<file path="config.mk">
export PLATFORM = sky130hd
export DESIGN_NAME = tuple_enumerator_core
export DESIGN_NICKNAME = d
export VERILOG_FILES = /design/src/design/tenum_pkg.sv /design/src/design/tenum_step.sv /design/src/design/tuple_enumerator_core.sv
export VERILOG_INCLUDE_DIRS = /design/src /design/src/design
export SDC_FILE = /design/constraint.sdc
export NUM_CORES = 1
export LEC_CHECK = 0
export ABC_AREA = 1
export BUFFER_PORTS_ARGS = -buffer_cell sky130_fd_sc_hd__buf_2
export CORE_ASPECT_RATIO = 0.75
export CORE_MARGIN = 5
export CORE_UTILIZATION = 52
export DETAILED_ROUTE_END_ITERATION = 7
export MAX_ROUTING_LAYER = met4
export PLACE_DENSITY = 0.65
export SYNTH_ARGS = -nofsm -noshare
export SYNTH_HDL_FRONTEND = slang
export SYNTH_SLANG_ARGS = --single-unit
</file>
<file path="constraint.sdc">
create_clock -name aclk -period 9.2 [get_ports aclk]
set_clock_uncertainty 0.05 [all_clocks]
set_input_delay 2.3 -clock aclk [delete_from_list [all_inputs] [get_ports aclk]]
set_output_delay 2.3 -clock aclk [all_outputs]
set_load 0.005 [all_outputs]
</file>
<file path="src/design/assert_macros.svh">
// Assertion macros shared by the tuple enumerator RTL.
// Expect aclk and aresetn in the scope of the including module.
`ifndef ASSERT_MACROS_SVH
`define ASSERT_MACROS_SVH

// Same-cycle implication, disabled while in reset.
`define TENUM_ASSERT_IMPL(label, ante, cons, msg) \
    label: assert property (@(posedge aclk) disable iff (!aresetn) (ante) |-> (cons)) \
        else $error(msg);

// Next-cycle implication, disabled while in reset.
`define TENUM_ASSERT_NEXT(label, ante, cons, msg) \
    label: assert property (@(posedge aclk) disable iff (!aresetn) (ante) |=> (cons)) \
        else $error(msg);

`endif

</file>
<file path="src/design/tenum_pkg.sv">
// Shared types and constants for the tuple enumerator.
// No dependencies; imported by tenum_step and tuple_enumerator_core.
package tenum_pkg;

    localparam int VAL_W     = 5;
    localparam int POS_W     = 4;
    localparam int CMP_W     = VAL_W + 1;
    localparam int CFG_IDX_W = 2;

    localparam logic [CFG_IDX_W-1:0] REG_N_ITEMS   = 2'd0;
    localparam logic [CFG_IDX_W-1:0] REG_TUPLE_LEN = 2'd1;
    localparam logic [CFG_IDX_W-1:0] REG_MODE      = 2'd2;

    typedef enum logic [1:0] {
        MODE_PERM     = 2'd0,
        MODE_PERM_REP = 2'd1,
        MODE_COMB     = 2'd2,
        MODE_COMB_REP = 2'd3
    } mode_t;

    typedef struct packed {
        mode_t mode;
        logic  scan;
    } tenum_ctl_t;

    typedef struct packed {
        logic             hit;
        logic [VAL_W-1:0] value;
    } tenum_res_t;

endpackage

</file>
<file path="src/design/tenum_step.sv">
// Shared step unit: one compare/add and one lowest-free-value search per cycle.
// Depends on tenum_pkg.
module tenum_step import tenum_pkg::*; #(
    parameter int MAX_ELEMS = 16
) (
    input  tenum_ctl_t           ctl,
    input  logic [VAL_W-1:0]     t,
    input  logic [VAL_W-1:0]     n_eff,
    input  logic [VAL_W-1:0]     r_last,
    input  logic [CMP_W-1:0]     ptr,
    input  logic [VAL_W-1:0]     base,
    input  logic [MAX_ELEMS-1:0] used,
    output tenum_res_t           res,
    output logic [MAX_ELEMS-1:0] used_out
);

    logic [MAX_ELEMS-1:0] used_c;
    logic [MAX_ELEMS-1:0] range_mask;
    logic [MAX_ELEMS-1:0] cand;
    logic [MAX_ELEMS-1:0] pick_bit;
    logic [VAL_W-1:0]     lo;
    logic [VAL_W-1:0]     pick;
    logic                 found;
    logic [VAL_W-1:0]     t_inc;
    logic [CMP_W-1:0]     span;
    logic                 t_below_n;

    always_comb begin
        lo = ctl.scan ? t : '0;
        for (int k = 0; k < MAX_ELEMS; k++) begin
            used_c[k] = used[k] & ~(ctl.scan && (CMP_W'(k + 1) == {1'b0, t}));
            range_mask[k] = (CMP_W'(k) >= {1'b0, lo}) && (CMP_W'(k) < {1'b0, n_eff});
        end
        cand  = ~used_c & range_mask;
        found = |cand;
        pick  = '0;
        for (int k = MAX_ELEMS - 1; k >= 0; k--) begin
            if (cand[k]) begin
                pick = VAL_W'(k + 1);
            end
        end
        for (int k = 0; k < MAX_ELEMS; k++) begin
            pick_bit[k] = found && (CMP_W'(k + 1) == {1'b0, pick});
        end
    end

    assign t_inc     = t + 1'b1;
    assign span      = {1'b0, t} + ({1'b0, r_last} - ptr);
    assign t_below_n = t < n_eff;

    always_comb begin
        used_out = used;
        case (ctl.mode)
            MODE_PERM: begin
                res.hit   = found;
                res.value = pick;
                used_out  = used_c | pick_bit;
            end
            MODE_PERM_REP: begin
                res.hit   = t_below_n;
                res.value = ctl.scan ? t_inc : VAL_W'(1);
            end
            MODE_COMB: begin
                res.hit   = span < {1'b0, n_eff};
                res.value = ctl.scan ? t_inc : base + 1'b1;
            end
            MODE_COMB_REP: begin
                res.hit   = t_below_n;
                res.value = ctl.scan ? t_inc : base;
            end
            default: begin
                res.hit   = 1'b0;
                res.value = '0;
            end
        endcase
    end

endmodule

</file>
<file path="src/design/tuple_enumerator_core.sv">
// Top level of the tuple enumerator: sequencer, tuple store and output register.
// Depends on tenum_pkg, tenum_step and assert_macros.svh.
//
// Usage: set n_items (index 0), tuple_len (index 1) and mode (index 2) through
// the cfg_* write channel while the block is idle; any register write ends the
// enumeration in progress. Each transfer on the s_* channel is one request:
// s_restart high starts over and yields the first tuple, low yields the next.
// Each request returns tuple_len transfers (at most MAX_ELEMS) on m_*, one
// element each, with m_last on the final one, or a single transfer with
// m_exhausted set once no tuple remains.
// A restart goes straight to emitting r elements (r = tuple length). An
// advance scans from the right one position per cycle through the shared step
// unit, refills the positions to the right of the pivot one per cycle, then
// emits r elements. An exhausted answer is a single transfer, also when an
// advance scan finds no pivot.
// s_ready is high only between requests.
// Reset restores n_items=4, tuple_len=2, mode=0 and clears any enumeration.
// A stalled m_ready holds the output register and pauses the sequencer in its emit and exhausted states.
`include "assert_macros.svh"

module tuple_enumerator_core import tenum_pkg::*; #(
    parameter int MAX_ELEMS = 16
) (
    input  logic                 aclk,
    input  logic                 aresetn,
    input  logic                 cfg_valid,
    output logic                 cfg_ready,
    input  logic [CFG_IDX_W-1:0] cfg_index,
    input  logic [VAL_W-1:0]     cfg_wdata,
    input  logic                 s_valid,
    output logic                 s_ready,
    input  logic                 s_restart,
    output logic                 m_valid,
    input  logic                 m_ready,
    output logic [VAL_W-1:0]     m_element,
    output logic [POS_W-1:0]     m_position,
    output logic                 m_last,
    output logic                 m_exhausted
);

    localparam int IW = (MAX_ELEMS > 1) ? $clog2(MAX_ELEMS) : 1;

    typedef enum logic [4:0] {
        ST_IDLE = 5'b00001,
        ST_SCAN = 5'b00010,
        ST_FILL = 5'b00100,
        ST_EMIT = 5'b01000,
        ST_EXH  = 5'b10000
    } state_t;

    state_t               state_reg, state_next;
    logic [VAL_W-1:0]     n_items_reg, n_items_next;
    logic [VAL_W-1:0]     tuple_len_reg, tuple_len_next;
    mode_t                mode_reg, mode_next;
    logic                 started_reg, started_next;
    logic                 finished_reg, finished_next;
    logic [VAL_W-1:0]     tuple_reg [MAX_ELEMS];
    logic [VAL_W-1:0]     tuple_next [MAX_ELEMS];
    logic [MAX_ELEMS-1:0] used_reg, used_next;
    logic [IW-1:0]        ptr_reg, ptr_next;
    logic [VAL_W-1:0]     base_reg, base_next;
    logic                 m_valid_reg, m_valid_next;
    logic [VAL_W-1:0]     m_element_reg, m_element_next;
    logic [POS_W-1:0]     m_position_reg, m_position_next;
    logic                 m_last_reg, m_last_next;
    logic                 m_exhausted_reg, m_exhausted_next;

    logic [VAL_W-1:0]     n_eff;
    logic [VAL_W-1:0]     r_eff;
    logic [VAL_W-1:0]     r_last;
    logic                 at_last;
    logic                 first_ok;
    logic                 ascending;
    logic                 out_free;
    logic                 s_fire;
    tenum_ctl_t           step_ctl;
    tenum_res_t           step_res;
    logic [MAX_ELEMS-1:0] step_used;
    logic                 exh_beat;
    logic                 exh_ok;
    logic                 elem_beat;
    logic                 adv_exh;

    assign n_eff = ({1'b0, n_items_reg} > CMP_W'(MAX_ELEMS)) ? VAL_W'(MAX_ELEMS) : n_items_reg;
    assign r_eff = ({1'b0, tuple_len_reg} > CMP_W'(MAX_ELEMS)) ? VAL_W'(MAX_ELEMS)
                                                                : tuple_len_reg;
    assign r_last    = r_eff - 1'b1;
    assign at_last   = CMP_W'(ptr_reg) == {1'b0, r_last};
    assign ascending = (mode_reg == MODE_PERM) || (mode_reg == MODE_COMB);
    assign first_ok  = (n_eff != '0) && (r_eff != '0) && !(ascending && (r_eff > n_eff));

    assign out_free  = !m_valid_reg || m_ready;
    assign s_ready   = state_reg == ST_IDLE;
    assign s_fire    = s_valid && s_ready;
    assign cfg_ready = 1'b1;

    assign step_ctl.mode = mode_reg;
    assign step_ctl.scan = state_reg == ST_SCAN;

    tenum_step #(
        .MAX_ELEMS (MAX_ELEMS)
    ) u_step (
        .ctl      (step_ctl),
        .t        (tuple_reg[ptr_reg]),
        .n_eff    (n_eff),
        .r_last   (r_last),
        .ptr      (CMP_W'(ptr_reg)),
        .base     (base_reg),
        .used     (used_reg),
        .res      (step_res),
        .used_out (step_used)
    );

    always_comb begin
        state_next       = state_reg;
        n_items_next     = n_items_reg;
        tuple_len_next   = tuple_len_reg;
        mode_next        = mode_reg;
        started_next     = started_reg;
        finished_next    = finished_reg;
        tuple_next       = tuple_reg;
        used_next        = used_reg;
        ptr_next         = ptr_reg;
        base_next        = base_reg;
        m_valid_next     = m_valid_reg && !m_ready;
        m_element_next   = m_element_reg;
        m_position_next  = m_position_reg;
        m_last_next      = m_last_reg;
        m_exhausted_next = m_exhausted_reg;

        case (state_reg)
            ST_IDLE: begin
                if (s_fire) begin
                    if (s_restart || !started_reg) begin
                        started_next = 1'b1;
                        if (first_ok) begin
                            for (int j = 0; j < MAX_ELEMS; j++) begin
                                if (CMP_W'(j) < {1'b0, r_eff}) begin
                                    tuple_next[j] = ascending ? VAL_W'(j + 1) : VAL_W'(1);
                                end else begin
                                    tuple_next[j] = '0;
                                end
                                used_next[j] = (mode_reg == MODE_PERM) &&
                                               (CMP_W'(j) < {1'b0, r_eff});
                            end
                            finished_next = 1'b0;
                            ptr_next      = '0;
                            state_next    = ST_EMIT;
                        end else begin
                            finished_next = 1'b1;
                            state_next    = ST_EXH;
                        end
                    end else if (finished_reg) begin
                        state_next = ST_EXH;
                    end else begin
                        ptr_next   = IW'(r_last);
                        state_next = ST_SCAN;
                    end
                end
            end
            ST_SCAN: begin
                used_next = step_used;
                if (step_res.hit) begin
                    tuple_next[ptr_reg] = step_res.value;
                    base_next           = step_res.value;
                    if (at_last) begin
                        ptr_next   = '0;
                        state_next = ST_EMIT;
                    end else begin
                        ptr_next   = ptr_reg + 1'b1;
                        state_next = ST_FILL;
                    end
                end else if (ptr_reg == '0) begin
                    finished_next = 1'b1;
                    state_next    = ST_EXH;
                end else begin
                    ptr_next = ptr_reg - 1'b1;
                end
            end
            ST_FILL: begin
                used_next           = step_used;
                tuple_next[ptr_reg] = step_res.value;
                base_next           = step_res.value;
                if (at_last) begin
                    ptr_next   = '0;
                    state_next = ST_EMIT;
                end else begin
                    ptr_next = ptr_reg + 1'b1;
                end
            end
            ST_EMIT: begin
                if (out_free) begin
                    m_valid_next     = 1'b1;
                    m_element_next   = tuple_reg[ptr_reg];
                    m_position_next  = POS_W'(ptr_reg);
                    m_last_next      = at_last;
                    m_exhausted_next = 1'b0;
                    if (at_last) begin
                        state_next = ST_IDLE;
                    end else begin
                        ptr_next = ptr_reg + 1'b1;
                    end
                end
            end
            ST_EXH: begin
                if (out_free) begin
                    m_valid_next     = 1'b1;
                    m_element_next   = '0;
                    m_position_next  = '0;
                    m_last_next      = 1'b1;
                    m_exhausted_next = 1'b1;
                    state_next       = ST_IDLE;
                end
            end
            default: begin
                state_next = ST_IDLE;
            end
        endcase

        if (cfg_valid && cfg_ready) begin
            case (cfg_index)
                REG_N_ITEMS: begin
                    n_items_next  = cfg_wdata;
                    started_next  = 1'b0;
                    finished_next = 1'b0;
                end
                REG_TUPLE_LEN: begin
                    tuple_len_next = cfg_wdata;
                    started_next   = 1'b0;
                    finished_next  = 1'b0;
                end
                REG_MODE: begin
                    mode_next     = mode_t'(cfg_wdata[1:0]);
                    started_next  = 1'b0;
                    finished_next = 1'b0;
                end
                default: begin
                end
            endcase
        end
    end

    always_ff @(posedge aclk) begin
        if (!aresetn) begin
            state_reg     <= ST_IDLE;
            n_items_reg   <= VAL_W'(4);
            tuple_len_reg <= VAL_W'(2);
            mode_reg      <= MODE_PERM;
            started_reg   <= 1'b0;
            finished_reg  <= 1'b0;
            m_valid_reg   <= 1'b0;
        end else begin
            state_reg     <= state_next;
            n_items_reg   <= n_items_next;
            tuple_len_reg <= tuple_len_next;
            mode_reg      <= mode_next;
            started_reg   <= started_next;
            finished_reg  <= finished_next;
            m_valid_reg   <= m_valid_next;
        end
    end

    always_ff @(posedge aclk) begin
        tuple_reg       <= tuple_next;
        used_reg        <= used_next;
        ptr_reg         <= ptr_next;
        base_reg        <= base_next;
        m_element_reg   <= m_element_next;
        m_position_reg  <= m_position_next;
        m_last_reg      <= m_last_next;
        m_exhausted_reg <= m_exhausted_next;
    end

    assign m_valid     = m_valid_reg;
    assign m_element   = m_element_reg;
    assign m_position  = m_position_reg;
    assign m_last      = m_last_reg;
    assign m_exhausted = m_exhausted_reg;

    assign exh_beat  = m_valid_reg && m_exhausted_reg;
    assign exh_ok    = m_last_reg && (m_element_reg == '0);
    assign elem_beat = m_valid_reg && !m_exhausted_reg;
    assign adv_exh   = s_fire && !s_restart && started_reg && finished_reg;

    `TENUM_ASSERT_IMPL(a_exh_shape, exh_beat, exh_ok, "bad exhausted transfer")
    `TENUM_ASSERT_IMPL(a_elem_nonzero, elem_beat, m_element_reg != '0, "zero tuple element")
    `TENUM_ASSERT_NEXT(a_repeat_exh, adv_exh, state_reg == ST_EXH, "repeat exhausted missing")

endmodule
</file>
* Word level (Yosys, flattened, before mapping)
Cells that the tools add are included.
Widths: inputs -> output; s select.
** Storage, ports and cells
- Register bits :: 136
- Output and inout bits :: 14
** Cells by class
- Add/sub/neg operators :: 7
- $lt $le $gt $ge :: 55
- Equal/unequal tests :: 57
- Mux-type cells :: 120
- Bitwise operators :: 36
- Reduce and logical (&&, ||, !) cells :: 100
** Operators with widths (number)
- $mux 80 :: 4
- $pmux 80 s3 :: 1
- $mux 5 :: 40
- $mux 4 :: 28
- $bwmux 80 :: 1
- $eq 4x5->1 const A :: 16
- $lt 4x5->1 const A :: 16
- $logic_and 1x1->1 :: 70
- $mux 16 :: 4
- $eq 3x5->1 const A :: 8
- $ge 4x5->1 const A :: 8
- $lt 3x5->1 const A :: 8
- $pmux 16 s2 :: 1
- $pmux 5 s5 :: 1
- $mux 3 :: 8
- $pmux 6 s4 :: 1
- $bmux 5 s4 :: 1
- $demux 5 s4 :: 1
- $eq 2x5->1 const A :: 4
- $ge 3x5->1 const A :: 4
- $lt 1x5->1 const A :: 4
- $lt 2x5->1 const A :: 4
- $pmux 5 s2 :: 2
- $mux 1 :: 18
- other kinds (54) :: 122

* Depth between registers and ports, before layout
- Word-level depth :: 31
- Depth in mapped cells :: 38
- Gate-level depth less buffers :: 35

* Hierarchy
A second synthesis with hierarchy kept.
** Second synthesis, totals
- Cell total of the unflattened synthesis :: 1237
- Area total of the unflattened synthesis :: 9291.4 um^2
** Modules (own cells, without submodules)
- tuple_enumerator_core :: instances 1, cells an instance 878, area each 7370.8 um^2
- tenum_step :: instances 1, cells an instance 359, area each 1920.6 um^2

* Least setup slack after synthesis
No wires, ideal clock.
- Kind :: flip-flop to flip-flop
- From :: register ptr_reg[0]
- To :: register tuple_reg[14] (netlist bit) (enable)
- Arrival time :: 4.176 ns
- Data required time :: 8.774 ns
- Slack :: 4.597 ns
- Stages on the path, launching flop included :: 25
- Buffers on the path :: 4
- Period minus slack after synthesis :: 4.603 ns
- Path through :: edfxtp_1 buf_6 buf_6 buf_6 nand2_1 nand3_1 nand2_1 nand2_1 nand2_1 inv_2 nand2_2 fa_1 fa_1 xor2_1 ha_1 a21oi_1 o21bai_1 a221oi_1 nor2_1 nand2_4 nor2_4 inv_2 nand2_4 buf_4 inv_2
** On the way
- Cells in the longest elaborated chain, start to end :: 14
- Elaborated cells on any way between the ends :: 111
** RTL lines
- start, declared :: line tuple_enumerator_core.sv:60 : logic [IW-1:0] ptr_reg, ptr_next;
- start signal, assigned :: line tuple_enumerator_core.sv:266 : ptr_reg <= ptr_next;
- $not 4->5 (implied by the code) * :: line tuple_enumerator_core.sv:104 : .t (tuple_reg[ptr_reg]),
- $bmux 5 s4 * :: line tuple_enumerator_core.sv:104
- $mux 5 (implied by the code) * (2 in series) :: line tuple_enumerator_core.sv:104
- via u_step.t[1] :: line tenum_step.sv:7 : input logic [VAL_W-1:0] t,
- branches (longest 7 deep; another with $add 5x6->6)
- $pmux 6 s4 * :: line tenum_step.sv:53 : case (ctl.mode)
- $ne 2x2->1 (no line) *
- $reduce_and 5->1 (no line) *
- end signal, assigned :: line tuple_enumerator_core.sv:264 : tuple_reg <= tuple_next;
- end, declared :: line tuple_enumerator_core.sv:57 : logic [VAL_W-1:0] tuple_reg [MAX_ELEMS];
Mark *: on every way through the listed nets, which the timed path passes. The select of a mux whose other input is x is not followed.
A chain may end at the register's enable or synchronous reset.

* Final worst setup path
- From :: register ptr_reg[0]
- To :: register tuple_reg[78] (netlist bit) (enable)
The elaborated chain is that of the path after synthesis.

==> impl_metrics.ini <==
[power]
p_leak_nw = 4.78
clkPwrFrac = 0.163
internal-power_mw = 2.14
swShare = 0.490
switchingPower_mw = 2.05
p_per_area_nw_per_um2 = 405
combPwrFrac = 0.557
p_seq_frac = 0.279
p_total_mw = 4.19
ir_drop_uv = 213

[cells_and_area]
final_cells = 1562
antennaDiodeCount = 0
nets = 1360
final_common_cell = nand2_1
final_cell_mix = 325 x nand2_1, 244 x inv_1, 151 x nor2_1
fin_util = 0.580
drive_above_1_share = 0.0939
areaGrowthSynthToFinish_pct = 8.86
largest_reg_flops = 80

[setup_path]
start_kind = flip-flop
worst_path_max_delay_cell = edfxtp_1
end_kind = flip-flop
critPathRequiredTime_ns = 9.21
critPathArrivalTime_ns = 5.84
crit_top_cell = nand2_1
path_class = reg2reg
cp_max_fo = 47
max_stage_delay_ns = 0.69

[clocking]
cts_setup_buffers = 0
cts_buffers = 17
cts_max_path_buffers = 2
cts_htree_levels = 4
cts_sinks = 136
cts_root_buf = clkbuf_16
ctsHoldBuffers = 0
clk_latency_ns = 0.43
clk_pin_slew_ns = 0.06
cts_tree = done
cts-resized-gates = 0

[synthesis]
ys_async_sr_fraction = 0
syn_area_um2 = 9500
yosys.area.top_type_share = 0.367
synth_area_leaders = edfxtp_1 37%, nand2_1 13%, inv_1 9.6%
synth_cell_type_count = 56
seq_area_frac_synth = 0.409
synth_edf_count = 116
ys_ff_latch = 136
syn_avg_cell_area_um2 = 7.35
yosys.area.top_type = edfxtp_1
yosysWarnings = 0
synth_flop_cell = edfxtp_1
synthCells = 1292
synth_fp_nets = 1345

[global_routing]
grt_pass1_wl_um = 44900
grt-ovfl-total = 0
antenna_found_initial = 1
grt_max_degree = 48
grt_pass1_vias = 7778
grt_usage = 0.284

[timing]
period_minus_slack_ns = 5.83
fin_setup_tns_ns = 0
finalCritPeriodShare = 0.634
rsz0062_at_grt = no
tightest_slew_ns = 1.19
slew-limit-headroom = 0.196
max_freq_ghz = 0.172
setup_viol = 0
hold_ws_ns = 0.418
hold_viol_final = 0
slew_viol_final = 0

[route]
wire_per_inst_um = 18.9
met1Wirelength_um = 13800
drt_iter0_drc = 1299
dr_wl_met3_um = 3660
top_layer_used = met4
wirelength_um = 29600
drc = 0
via_count = 8792
avgViaCountPerCell = 5.63
ant_nets = 0
dr.pass1.iters = 6
wl_met2_um = 11500

[die]
row_count = 42
dieArea_um2 = 21100
coreArea_um2 = 17800
start_util = 0.533
die-width_um = 166
pin_count = 27
fp.dieH_um = 127

[outcome]
outcome = complete, no violations

[place]
port_buffers = 25
dp_cells = 1530
place.gp.congestion = 0.978
hpwl_um = 22300

[flow_run]
max_cap_viol_count = 0

[min_path]
hp-class = reg2reg
[per-stage QoR]
| stage | area [µm²] | setup slack, ns |
|---|---|---|
| 6_report | 10300 | 3.37 |
| 5_1_grt | 10300 | 2.83 |
| 4_1_cts | 10300 | 3.48 |
| 3_5_place_dp | 9760 | 3.50 |
| 3_3_place_gp | 9760 | 3.60 |
| 2_1_floorplan | 9500 | 4.60 |
[cells in the mapped netlist, drive strengths merged, types with 8 or more instances]
master and count:
clkbuf 11, o22ai 45, nor2 164, nor3 13, inv 259, o21ai 75, ha 36, a21oi 36
xor2 8, buf 25, a21boi 10, dfxtp 20, nand4 10, nand3 75, edfxtp 116, nand2 349
[kinds of logic after synthesis]
kind of cell    Yosys count  synth area share
simple gates            616             0.280
buf+inv                 296             0.126
compound gates          194             0.121
flops                   136             0.409
fa+ha+maj                40            0.0558
xor+xnor                  9           0.00830
other cells               1          0.000395
[power groups by stage]
stage / combinational (mW) / clock, mW / sequential [mW]
final: 2.33 / 0.685 / 1.17
after global routing: 2.60 / 0.718 / 1.19
after CTS: 2.27 / 0.685 / 1.17
after detailed placement: 2.26 / 0 / 1.17
after global placement: 2.28 / 0 / 1.17
after floorplan: 1.72 / 0 / 1.12
[final cells by class]
class,count,area [µm²]
fillers,1653,7470
multi-input cells,860,4420
flip-flops and latches,136,3880
inverters,260,981
clock buffers,19,433
well taps,242,303
repair buffers,32,178
clock inverters,13,145
[per-layer routing]
metal | vias to the layer above | global-route usage
met2 | 532 | 0.374
met4 | 0 | 0.0660
met5 | - | -
li1 | 4181 | -
met1 | 4024 | 0.436
met3 | 55 | 0.0720
[path summary, 6_finish.rpt]
check	from	end	slack [ns]	depth (start not counted)
setup / recovery	ptr_reg[0]$_DFFE_PP_	tuple_reg[78]$_SDFFCE_PP0P_	3.37	25
hold / removal	started_reg$_SDFF_PN0_	started_reg$_SDFF_PN0_	0.42	2
setup reg to reg	ptr_reg[0]$_DFFE_PP_	tuple_reg[78]$_SDFFCE_PP0P_	3.37	25
hold reg to reg	started_reg$_SDFF_PN0_	started_reg$_SDFF_PN0_	0.42	2
[worst max-delay path: cells and delay by family (launching register included)]
kind,cells,cell delay (ns)
buf+inv,5,1.64
fa+ha+maj,3,1.01
simple gates,13,1.37
xor+xnor,1,0.15
flops,1,0.69
compound gates,3,0.48
No activity file was read; power rests on OpenSTA's default activity.
